`config.mk`:
```
export PLATFORM = sky130hd
export DESIGN_NAME = lru_key_value_cache
export DESIGN_NICKNAME = d
export VERILOG_FILES = /design/src/hw/rtl/lkv_pkg.sv /design/src/hw/rtl/lru_key_value_cache.sv /design/src/hw/rtl/lkv_datapath.sv /design/src/hw/rtl/lkv_controller.sv
export SDC_FILE = /design/constraint.sdc
export NUM_CORES = 2
export LEC_CHECK = 0
export CORE_MARGIN = 1
export CORE_UTILIZATION = 47
export CTS_BUF_LIST = sky130_fd_sc_hd__clkbuf_4
export DETAILED_ROUTE_END_ITERATION = 8
export DONT_BUFFER_PORTS = 1
export MAX_ROUTING_LAYER = met4
export SETUP_SLACK_MARGIN = 0.05
export SLEW_MARGIN = 20
export SYNTH_ARGS = -nofsm -noshare
export SYNTH_HDL_FRONTEND = slang
export SYNTH_SLANG_ARGS = --single-unit
export TNS_END_PERCENT = 100
```
`constraint.sdc`:
```
create_clock -name clock -period 22.7 [get_ports clock]
set_input_delay 4.54 -clock clock [delete_from_list [all_inputs] [get_ports clock]]
set_output_delay 4.54 -clock clock [all_outputs]
set_load 0.01 [all_outputs]
```
`src/hw/rtl/lkv_pkg.sv`:
```
`default_nettype none

package lkv_pkg;

   // Request opcodes
   localparam logic CMD_GET = 1'b0;
   localparam logic CMD_PUT = 1'b1;

   // Register indexes on the control port
   localparam logic REG_CAPACITY = 1'b0;
   localparam int   CAP_W        = 5;
   localparam logic [CAP_W-1:0] CAP_RESET = 5'd16;

   // Commit actions chosen by the controller
   localparam logic [2:0] ACT_NONE   = 3'd0;
   localparam logic [2:0] ACT_READ   = 3'd1;
   localparam logic [2:0] ACT_UPDATE = 3'd2;
   localparam logic [2:0] ACT_INSERT = 3'd3;
   localparam logic [2:0] ACT_EVICT  = 3'd4;

   typedef struct packed {
      logic               cmd;
      logic signed [31:0] key;
      logic signed [31:0] value;
   } req_type;

   typedef struct packed {
      logic               hit;
      logic signed [31:0] read_value;
      logic               evicted;
      logic signed [31:0] evicted_key;
   } rsp_type;

   typedef struct packed {
      logic       capture;
      logic       match;
      logic       commit;
      logic [2:0] act;
   } ctrl_cmd_type;

   typedef struct packed {
      logic is_put;
      logic found;
      logic room;
   } ctrl_status_type;

endpackage

`default_nettype wire

```
`src/hw/rtl/lru_key_value_cache.sv`:
```
// Flow: a request accepted while idle is captured, then passes through the lookup
// and commit states, and its response is registered on rsp_valid after the commit;
// busy stays high through lookup and commit, so a new request is taken only after the commit.
// The receiver cannot stall: each response is shown for exactly one cycle.
// Reset (synchronous, active high) clears all valid bits, ranks and the fill
// count at once and sets the capacity register to 16; no clearing pass is needed.
`default_nettype none

module lru_key_value_cache import lkv_pkg::*; #(
   parameter int ENTRIES = 16
) (
   input  wire logic        clock,
   input  wire logic        reset,
   input  wire logic        start,
   output logic             busy,
   input  wire req_type     req_data,
   output logic             rsp_valid,
   output rsp_type          rsp_data,
   input  wire logic        psel,
   input  wire logic        penable,
   input  wire logic        pwrite,
   input  wire logic [2:0]  paddr,
   input  wire logic [31:0] pwdata,
   output logic [31:0]      prdata,
   output logic             pready
);

   logic [CAP_W-1:0] cap_ff;
   logic             csr_write;
   ctrl_cmd_type     cmd;
   ctrl_status_type  status;

   // Register write on the access phase
   assign pready    = 1'b1;
   assign csr_write = psel && penable && pwrite && pready;

   always_ff @(posedge clock) begin
      if (reset) begin
         cap_ff <= CAP_RESET;
      end else if (csr_write && paddr[2] == REG_CAPACITY) begin
         cap_ff <= pwdata[CAP_W-1:0];
      end
   end

   assign prdata = (paddr[2] == REG_CAPACITY) ? {{(32-CAP_W){1'b0}}, cap_ff} : '0;

   lkv_controller u_ctrl (
      .clock  (clock),
      .reset  (reset),
      .start  (start),
      .busy   (busy),
      .cmd    (cmd),
      .status (status)
   );

   lkv_datapath #(
      .ENTRIES (ENTRIES)
   ) u_dp (
      .clock     (clock),
      .reset     (reset),
      .cmd       (cmd),
      .status    (status),
      .capacity  (cap_ff),
      .req_data  (req_data),
      .rsp_valid (rsp_valid),
      .rsp_data  (rsp_data)
   );

endmodule

`default_nettype wire

```
`src/hw/rtl/lkv_datapath.sv`:
```
`default_nettype none

module lkv_datapath import lkv_pkg::*; #(
   parameter int ENTRIES = 16
) (
   input  wire logic            clock,
   input  wire logic            reset,
   input  wire ctrl_cmd_type    cmd,
   output ctrl_status_type      status,
   input  wire logic [CAP_W-1:0] capacity,
   input  wire req_type         req_data,
   output logic                 rsp_valid,
   output rsp_type              rsp_data
);

   localparam int IDX_W = (ENTRIES > 1) ? $clog2(ENTRIES) : 1;
   localparam int CNT_W = $clog2(ENTRIES + 1);

   // Entry table: keys are compared in parallel, so it stays in flops
   logic                valid_ff [ENTRIES];
   logic signed [31:0]  key_ff   [ENTRIES];
   logic signed [31:0]  value_ff [ENTRIES];
   logic [IDX_W-1:0]    rank_ff  [ENTRIES];
   logic [CNT_W-1:0]    count_ff;

   req_type             req_ff;
   logic [ENTRIES-1:0]  match_ff, match_in;
   logic [ENTRIES-1:0]  lru_ff, lru_in;
   logic                found_ff, room_ff;
   logic [CNT_W-1:0]    cap_eff;

   logic [ENTRIES-1:0]  fill_sel;
   logic [ENTRIES-1:0]  sel;
   logic [IDX_W-1:0]    old_rank;
   logic signed [31:0]  sel_key, sel_value;
   logic                was_valid;

   logic                rsp_valid_ff;
   rsp_type             rsp_data_ff, rsp_data_in;

   // Clamp capacity into one to ENTRIES
   always_comb begin
      if (capacity == '0) begin
         cap_eff = CNT_W'(1);
      end else if (32'(capacity) > 32'(ENTRIES)) begin
         cap_eff = CNT_W'(ENTRIES);
      end else begin
         cap_eff = CNT_W'(capacity);
      end
   end

   // Compare all keys; LRU entry holds the highest rank, count minus one
   always_comb begin
      for (int i = 0; i < ENTRIES; i++) begin
         match_in[i] = valid_ff[i] && (key_ff[i] == req_ff.key);
         lru_in[i]   = valid_ff[i] && (CNT_W'(rank_ff[i]) == count_ff - CNT_W'(1));
         fill_sel[i] = (CNT_W'(i) == count_ff);
      end
   end

   // Pick the entry that the commit acts on
   always_comb begin
      case (cmd.act)
         ACT_READ, ACT_UPDATE: sel = match_ff;
         ACT_INSERT:           sel = fill_sel;
         ACT_EVICT:            sel = lru_ff;
         default:              sel = '0;
      endcase
      old_rank  = '0;
      sel_key   = '0;
      sel_value = '0;
      for (int i = 0; i < ENTRIES; i++) begin
         if (sel[i]) begin
            old_rank  = old_rank | rank_ff[i];
            sel_key   = sel_key | key_ff[i];
            sel_value = sel_value | value_ff[i];
         end
      end
      was_valid = (cmd.act != ACT_INSERT);
   end

   // Build the response
   always_comb begin
      rsp_data_in.hit         = found_ff;
      rsp_data_in.read_value  = (cmd.act == ACT_READ) ? sel_value : '0;
      rsp_data_in.evicted     = (cmd.act == ACT_EVICT);
      rsp_data_in.evicted_key = (cmd.act == ACT_EVICT) ? sel_key : '0;
   end

   // Capture the request and the lookup results
   always_ff @(posedge clock) begin
      if (cmd.capture) begin
         req_ff <= req_data;
      end
      if (cmd.match) begin
         match_ff <= match_in;
         lru_ff   <= lru_in;
         found_ff <= |match_in;
         room_ff  <= (count_ff < cap_eff);
      end
      if (cmd.commit) begin
         rsp_data_ff <= rsp_data_in;
      end
   end

   // Update keys and values on commit
   always_ff @(posedge clock) begin
      for (int i = 0; i < ENTRIES; i++) begin
         if (sel[i] && cmd.commit) begin
            if (cmd.act == ACT_INSERT || cmd.act == ACT_EVICT) begin
               key_ff[i] <= req_ff.key;
            end
            if (cmd.act != ACT_READ) begin
               value_ff[i] <= req_ff.value;
            end
         end
      end
   end

   // Valid bits, fill count, recency ranks
   always_ff @(posedge clock) begin
      if (reset) begin
         count_ff     <= '0;
         rsp_valid_ff <= 1'b0;
         for (int i = 0; i < ENTRIES; i++) begin
            valid_ff[i] <= 1'b0;
            rank_ff[i]  <= '0;
         end
      end else begin
         rsp_valid_ff <= cmd.commit;
         if (cmd.commit && cmd.act != ACT_NONE) begin
            if (cmd.act == ACT_INSERT) begin
               count_ff <= count_ff + CNT_W'(1);
            end
            for (int i = 0; i < ENTRIES; i++) begin
               if (sel[i]) begin
                  valid_ff[i] <= 1'b1;
                  rank_ff[i]  <= '0;
               end else if (valid_ff[i] && (!was_valid || rank_ff[i] < old_rank)) begin
                  rank_ff[i] <= rank_ff[i] + IDX_W'(1);
               end
            end
         end
      end
   end

   assign status.is_put = (req_ff.cmd == CMD_PUT);
   assign status.found  = found_ff;
   assign status.room   = room_ff;
   assign rsp_valid     = rsp_valid_ff;
   assign rsp_data      = rsp_data_ff;

   // Keys are unique, and ranks form a permutation, so at most one entry matches and the LRU pick is single
   a_match_onehot: assert property (@(posedge clock) disable iff (reset)
      cmd.commit |-> $onehot0(match_ff))
      else $error("more than one entry matched the key");
   a_lru_onehot: assert property (@(posedge clock) disable iff (reset)
      (cmd.commit && count_ff != '0) |-> $onehot(lru_ff))
      else $error("LRU pick is not a single entry");
   a_count_range: assert property (@(posedge clock) disable iff (reset)
      32'(count_ff) <= 32'(ENTRIES))
      else $error("fill count exceeds the table");
   a_rsp_after_commit: assert property (@(posedge clock) disable iff (reset)
      rsp_valid_ff |-> $past(cmd.commit))
      else $error("response without a commit");

endmodule

`default_nettype wire

```
`src/hw/rtl/lkv_controller.sv`:
```
`default_nettype none

module lkv_controller import lkv_pkg::*; (
   input  wire logic            clock,
   input  wire logic            reset,
   input  wire logic            start,
   output logic                 busy,
   output ctrl_cmd_type         cmd,
   input  wire ctrl_status_type status
);

   localparam logic [1:0] S_IDLE   = 2'd0;
   localparam logic [1:0] S_MATCH  = 2'd1;
   localparam logic [1:0] S_COMMIT = 2'd2;

   logic [1:0] state_ff, state_in;
   logic [2:0] act;

   // Choose what the commit does from the lookup outcome
   always_comb begin
      if (!status.is_put) begin
         act = status.found ? ACT_READ : ACT_NONE;
      end else if (status.found) begin
         act = ACT_UPDATE;
      end else if (status.room) begin
         act = ACT_INSERT;
      end else begin
         act = ACT_EVICT;
      end
   end

   // Advance idle, lookup, commit
   always_comb begin
      case (state_ff)
         S_IDLE:   state_in = start ? S_MATCH : S_IDLE;
         S_MATCH:  state_in = S_COMMIT;
         S_COMMIT: state_in = S_IDLE;
         default:  state_in = S_IDLE;
      endcase
   end

   always_ff @(posedge clock) begin
      if (reset) begin
         state_ff <= S_IDLE;
      end else begin
         state_ff <= state_in;
      end
   end

   assign busy        = (state_ff != S_IDLE);
   assign cmd.capture = (state_ff == S_IDLE) && start;
   assign cmd.match   = (state_ff == S_MATCH);
   assign cmd.commit  = (state_ff == S_COMMIT);
   assign cmd.act     = (state_ff == S_COMMIT) ? act : ACT_NONE;

   a_accept_to_match: assert property (@(posedge clock) disable iff (reset)
      (start && !busy) |=> state_ff == S_MATCH)
      else $error("accepted request did not enter lookup");
   a_commit_after_match: assert property (@(posedge clock) disable iff (reset)
      state_ff == S_COMMIT |-> $past(state_ff) == S_MATCH)
      else $error("commit without lookup");
   a_get_no_write: assert property (@(posedge clock) disable iff (reset)
      (cmd.commit && !status.is_put) |-> (cmd.act == ACT_READ || cmd.act == ACT_NONE))
      else $error("get request chose a write action");

endmodule

`default_nettype wire

```
---- Yosys cells after proc, flatten, opt, wreduce, memory -nomap -nowiden ----
Memories as Yosys holds them, arrays and structs flattened.
Index checks and enable logic that the tools add are counted.
cells by class
  $add $sub $neg .......................... 18
  bitwise gates (word level) .............. 94
  reduce and logical (&&, ||, !) cells .... 95
  order comparisons ....................... 18
  muxes and demuxes ....................... 319
  equality and inequality tests ........... 55
operators by type and width
  kind                   number
  $mux W32               32
  $or A32 B32 Y32        30
  $eq A32 B32 Y1         16
  $mux W1                230
  $mux W4                48
  $eq A4 B5 Y1           16
  $logic_and A1 B1 Y1    69
  $add A4 B1 Y4 const B  16
  $lt A4 B4 Y1           16
  $or A4 B4 Y4           15
  $or A1 B1 Y1           48
  $pmux W16 S3           1
  $eq A4 B5 Y1 const A   8
  $eq A3 B5 Y1 const A   4
  $logic_or A1 B1 Y1     17
  $reduce_or A16 Y1      1
  $mux W5                3
  $mux W3                4
  $eq A2 B5 Y1 const A   2
  $logic_not A5 Y1       2
  $eq A3 B2 Y1 const B   2
  $add A5 B1 Y5 const B  1
  $eq A1 B5 Y1 const A   1
  $gt A5 B5 Y1 const B   1
  other kinds (16)       16
word-level totals
  bits of input ports ..................... 106
  word-level logic and storage cells ...... 618
  memories ................................ 4
  register bits ........................... 178
  bits in writable memories ............... 1104
  output and inout port bits .............. 101
memory list
  memory         depth  bits a word  read ports  clocked after memory_dff  wr ports  line                RTL
  u_dp.key_ff    16     32           16          0                         16        lkv_datapath.sv:21  logic signed [31:0] key_ff [ENTRIES];
  u_dp.value_ff  16     32           16          0                         16        lkv_datapath.sv:22  logic signed [31:0] value_ff [ENTRIES];
  u_dp.rank_ff   16     4            16          0                         16        lkv_datapath.sv:23  logic [IDX_W-1:0] rank_ff [ENTRIES];
  u_dp.valid_ff  16     1            16          0                         16        lkv_datapath.sv:20  logic valid_ff [ENTRIES];

---- Logic depth before layout (Yosys ltp) ----
  word-level depth ........................ 47
  gate-level depth with buffers ........... 18
  mapped depth without buffers ............ 15

---- Modules after synthesis ----
A second synthesis with hierarchy kept.
second synthesis, totals
  cells, all modules ...................... 3640
  area, all modules ....................... 55328.1 um2
modules (own cells, without submodules)
  module               cells each  area an instance (um2)  times used
  lkv_datapath         3567        54701.2                 1
  lru_key_value_cache  58          494.2                   1
  lkv_controller       15          132.6                   1

---- Least setup slack after synthesis ----
Ideal clock, no wire load.
  kind .................................... input -> output
  from .................................... in paddr[2]
  to ...................................... out prdata[0]
  arrival time ............................ 4718 ps
  stages on the path ...................... 1
  setup slack ............................. 13442 ps
  required time ........................... 18160 ps
  cell sequence ........................... nor2b_1
between the ends
  longest elaborated chain between the ends .. 1
ends and longest elaborated chain
  what             line                       RTL
  start, declared  lru_key_value_cache.sv:22  input wire logic [2:0] paddr,
  $mux W5          lru_key_value_cache.sv:45  assign prdata = (paddr[2] == REG_CAPACITY) ? {{(32-CAP_W){1'b0}}, cap_ff} : '0;
  end, declared    lru_key_value_cache.sv:24  output logic [31:0] prdata,
No other way between the ends.

---- Worst setup path in the final report ----
  from .................................... in paddr[2]
  to ...................................... out prdata[3]
The elaborated chain is that of the path after synthesis.

==> key figures <==
Logic synthesis
  • Mapped Area: ~55000 µm²
  • Avg Cell Area, Syn: 15.26 µm²
  • Sequential area share after synthesis: 0.7007
  • Ys Warns: 0
  • Ys async rst share: 0
  • Prevailing post-synth register cell: edfxtp_1
  • Mapped Cells: about 3.6k
  • Unique masters post-synth: 59
  • EDFF count, synth: about 1.3k
  • Yosys reg bits: ~1.3k

Hold path
  • Hold EP: cap_ff[0]$_SDFFE_PP0P_
  • Hold path startpoint: cap_ff[0]$_SDFFE_PP0P_
  • Worst hold stages: 2
  • HP Class: reg -> reg

Global routing
  • First-pass GRT wire length: about 250 mm
  • Vias in the first global route: 34.21k
  • GRT Overall Usage: 0.3181
  • Pin count of the biggest net entering global routing: 51
  • Initial antenna violation count: 7
  • Gr ovfl total: 0

Setup path
  • Startpoint Class: input port
  • Reg-to-Reg Start: u_dp.found_ff$_DFFE_PP_
  • CP Buf/Inv Count: 0
  • Worst reg2reg setup slack: 16160 ps
  • Depth of the worst register-to-register path: 17
  • Crit path DAT: 4730 ps
  • Critical-path cell list: nor2b_1
  • Crit-path max FO: 6
  • Setup crit end kind: primary output
  • Crit path kind: in -> out
  • CP delay by family, top: simple AND/OR/NAND/NOR gates
  • Slowest CP cell: nor2b_1
  • CP required: 18160 ps
  • Largest stage delay, worst path: 190 ps
  • Worst R2R End: u_dp.rank_ff[3][0]$_SDFFCE_PN0P_

Clock network
  • Maximum clock path buffer count: 4
  • Hold-fix buffers, CTS: 0
  • CTS clk-pin slew, worst paths: 60 ps
  • H-tree depth: 5
  • Total clock sinks: ~1.3k
  • Clock Latency Late Sink: 1300 ps
  • TritonCTS buffer count: 353
  • CTS tree: done
  • Root buffer cell: clkbuf_4
  • Setup bufs post-CTS: 0
  • Post-CTS sizing: 0

Floorplanning
  • DIE WIDTH: 342.9 µm
  • Starting Density: 0.4758
  • # IOs: around 210
  • Die footprint: roughly 120000 µm²
  • Core ar.: between 100000 and 150000 µm²
  • Cell Rows: about 120
  • Die Height: roughly 340 µm

Power
  • Pint: between 3000 and 4000 µW
  • Sw frac: 0.2358
  • Psw: between 1000 and 1500 µW
  • Clock power share: 0.414
  • Logic pwr share: 0.047
  • P_leak: 0.01970 µW
  • Power density cells: 80.74 nW/µm²
  • Seq pwr share: 0.540
  • Peak VDD IR: approximately 0.000055 V

Cells and area
  • P&R area growth vs syn: 11.98%
  • Proportion of layout cells with a drive suffix above 1: 0.1774
  • Storage cell area: between 30000 and 40000 µm²
  • Layout Nets: ~4k
  • Most common cell after layout, fill and taps aside: edfxtp_1
  • Filler cell count: ~9.5k
  • Final non-filler cell total: 5586
  • Area of the multi-input gates: about 16000 µm²
  • Commonest cells after routing, fill and taps aside: 1260 x edfxtp_1, 523 x clkbuf_4, 346 x xnor2_1

Timing
  • Final setup viols: 0
  • Slew Limit Fails: 0
  • Final min period: 9272 ps
  • Total negative setup slack: 0 ps
  • Slew headroom: 0.1665
  • RSZ-0062 raised after global routing: false
  • Fmax: ~0.11 GHz
  • Post-route clock period utilization: 0.4084
  • Worst Skew: roughly 120 ps
  • Worst slew pin tran: between 1000 and 1500 ps
  • Hold Violations, Final: 0

Detailed routing
  • Average wire per standard cell: 32.87 µm
  • Final WL: 183.6 mm
  • Vias post-DR: about 36k
  • Final ANT Viol Nets: 0
  • Initial DRC count: 6418
  • Vias per inst: 6.473
  • Drt first pass iters: 9
  • DRC violations left: 0

Placement
  • Post-Place Cells: roughly 5k
  • IO buf count: 0
  • Placer congestion estimate: ~0.98
  • DP HPWL: roughly 110 mm

Outcome
  • Status: completed

Run
  • Max Cap Violations: 0
==> logic make-up (layout without fill, tap and decap cells) <==
group / count (synthesis) / in the layout / synth area share
other: 2 / 38 / 0.0001375
XOR/XNOR: 610 / 610 / 0.09780
flip-flops: 1282 / 1282 / 0.7007
buffers and inverters: 261 / 720 / 0.02071
multiplexers: 7 / 7 / 0.001306
AND/OR/NAND/NOR: 657 / 657 / 0.06454
adder cells (fa/ha/maj): 74 / 74 / 0.01695
AO/OA/AOI/OAI: 686 / 686 / 0.09789
==> metrics by stage <==
step                      hold WS [ps]    util  instance area, µm²  power, µW  worst slack (ps)
after floorplan                  420.6       -               54730       2845             13440
after global placement           515.2  0.4947               56800       2936             13430
after detailed placement         532.3  0.4949               56820       2939             13430
after CTS                        549.4  0.5322               61100       4966             13430
after global routing             572.2  0.5327               61160       5098             13380
final                            545.0  0.5328               61170       4939             13430
==> cells in the mapped netlist (all sizes together), types with 16 or more instances <==
library cell	instances	area, µm²
a221oi	36	315.3
a211oi	18	135.1
a21oi	115	575.6
nand3	141	710.7
nor4	85	531.8
a222oi	177	1772
nand4	122	763.2
nor3	38	190.2
dfxtp	22	440.4
buf	87	478.0
nand2	60	225.2
a22oi	218	1637
and3	35	219.0
xnor2	348	3048
xor2	262	2295
nor2	106	397.9
o21ai	47	235.2
nand2b	27	168.9
nor2b	16	100.1
clkbuf	160	600.6
edfxtp	1260	37840
ha	74	925.9
==> power groups by stage <==
stage | Clock, µW | Combinational (µW) | Sequential, µW
finish | 2040 | 232 | 2670
global route | 2190 | 244 | 2670
CTS | 2080 | 225 | 2660
detailed placement | 0 | 224 | 2720
global placement | 0 | 223 | 2710
floorplan | 0 | 137 | 2710
==> sequential cells by signal, summed over array words and instances, names as in the netlist, 2 cells and up <==
signal,cells
cap_ff,5
u_ctrl.state_ff,2
u_dp.count_ff,5
u_dp.key_ff,512
u_dp.lru_ff,16
u_dp.match_ff,16
u_dp.rank_ff,64
u_dp.req_ff,64
u_dp.rsp_data,66
u_dp.valid_ff,16
u_dp.value_ff,512
==> layer usage <==
layer | GRT usage | part of all wire | up-vias
met4 | 0.1293 | 0.034 | 0
met2 | 0.4403 | 0.44 | 2598
li1 | - | - | 14950
met3 | 0.08090 | 0.12 | 360
met1 | 0.4460 | 0.41 | 18250
met5 | - | 0 | -
==> how the worst max path moves through the flow <==
stage	from	end	slack, ps	cells after the start
after floorplan	paddr[2]	prdata[0]	13440	1
after global placement	paddr[2]	prdata[2]	13430	1
after detailed placement	paddr[2]	prdata[3]	13430	1
after CTS	paddr[2]	prdata[3]	13430	1
after global routing	paddr[2]	prdata[2]	13380	1
final	paddr[2]	prdata[3]	13430	1
==> area by class of cell <==
class / instances / area share
sequential: 1282 / 0.6257
multi-input combinational: 2062 / 0.2581
clock buffer: 523 / 0.06418
tap: 1512 / 0.03092
timing repair buffer: 111 / 0.01403
clock inverter: 72 / 0.005829
inverter: 14 / 0.0008590
antenna: 10 / 0.0004091
Power figures use the tool's default switching activity.
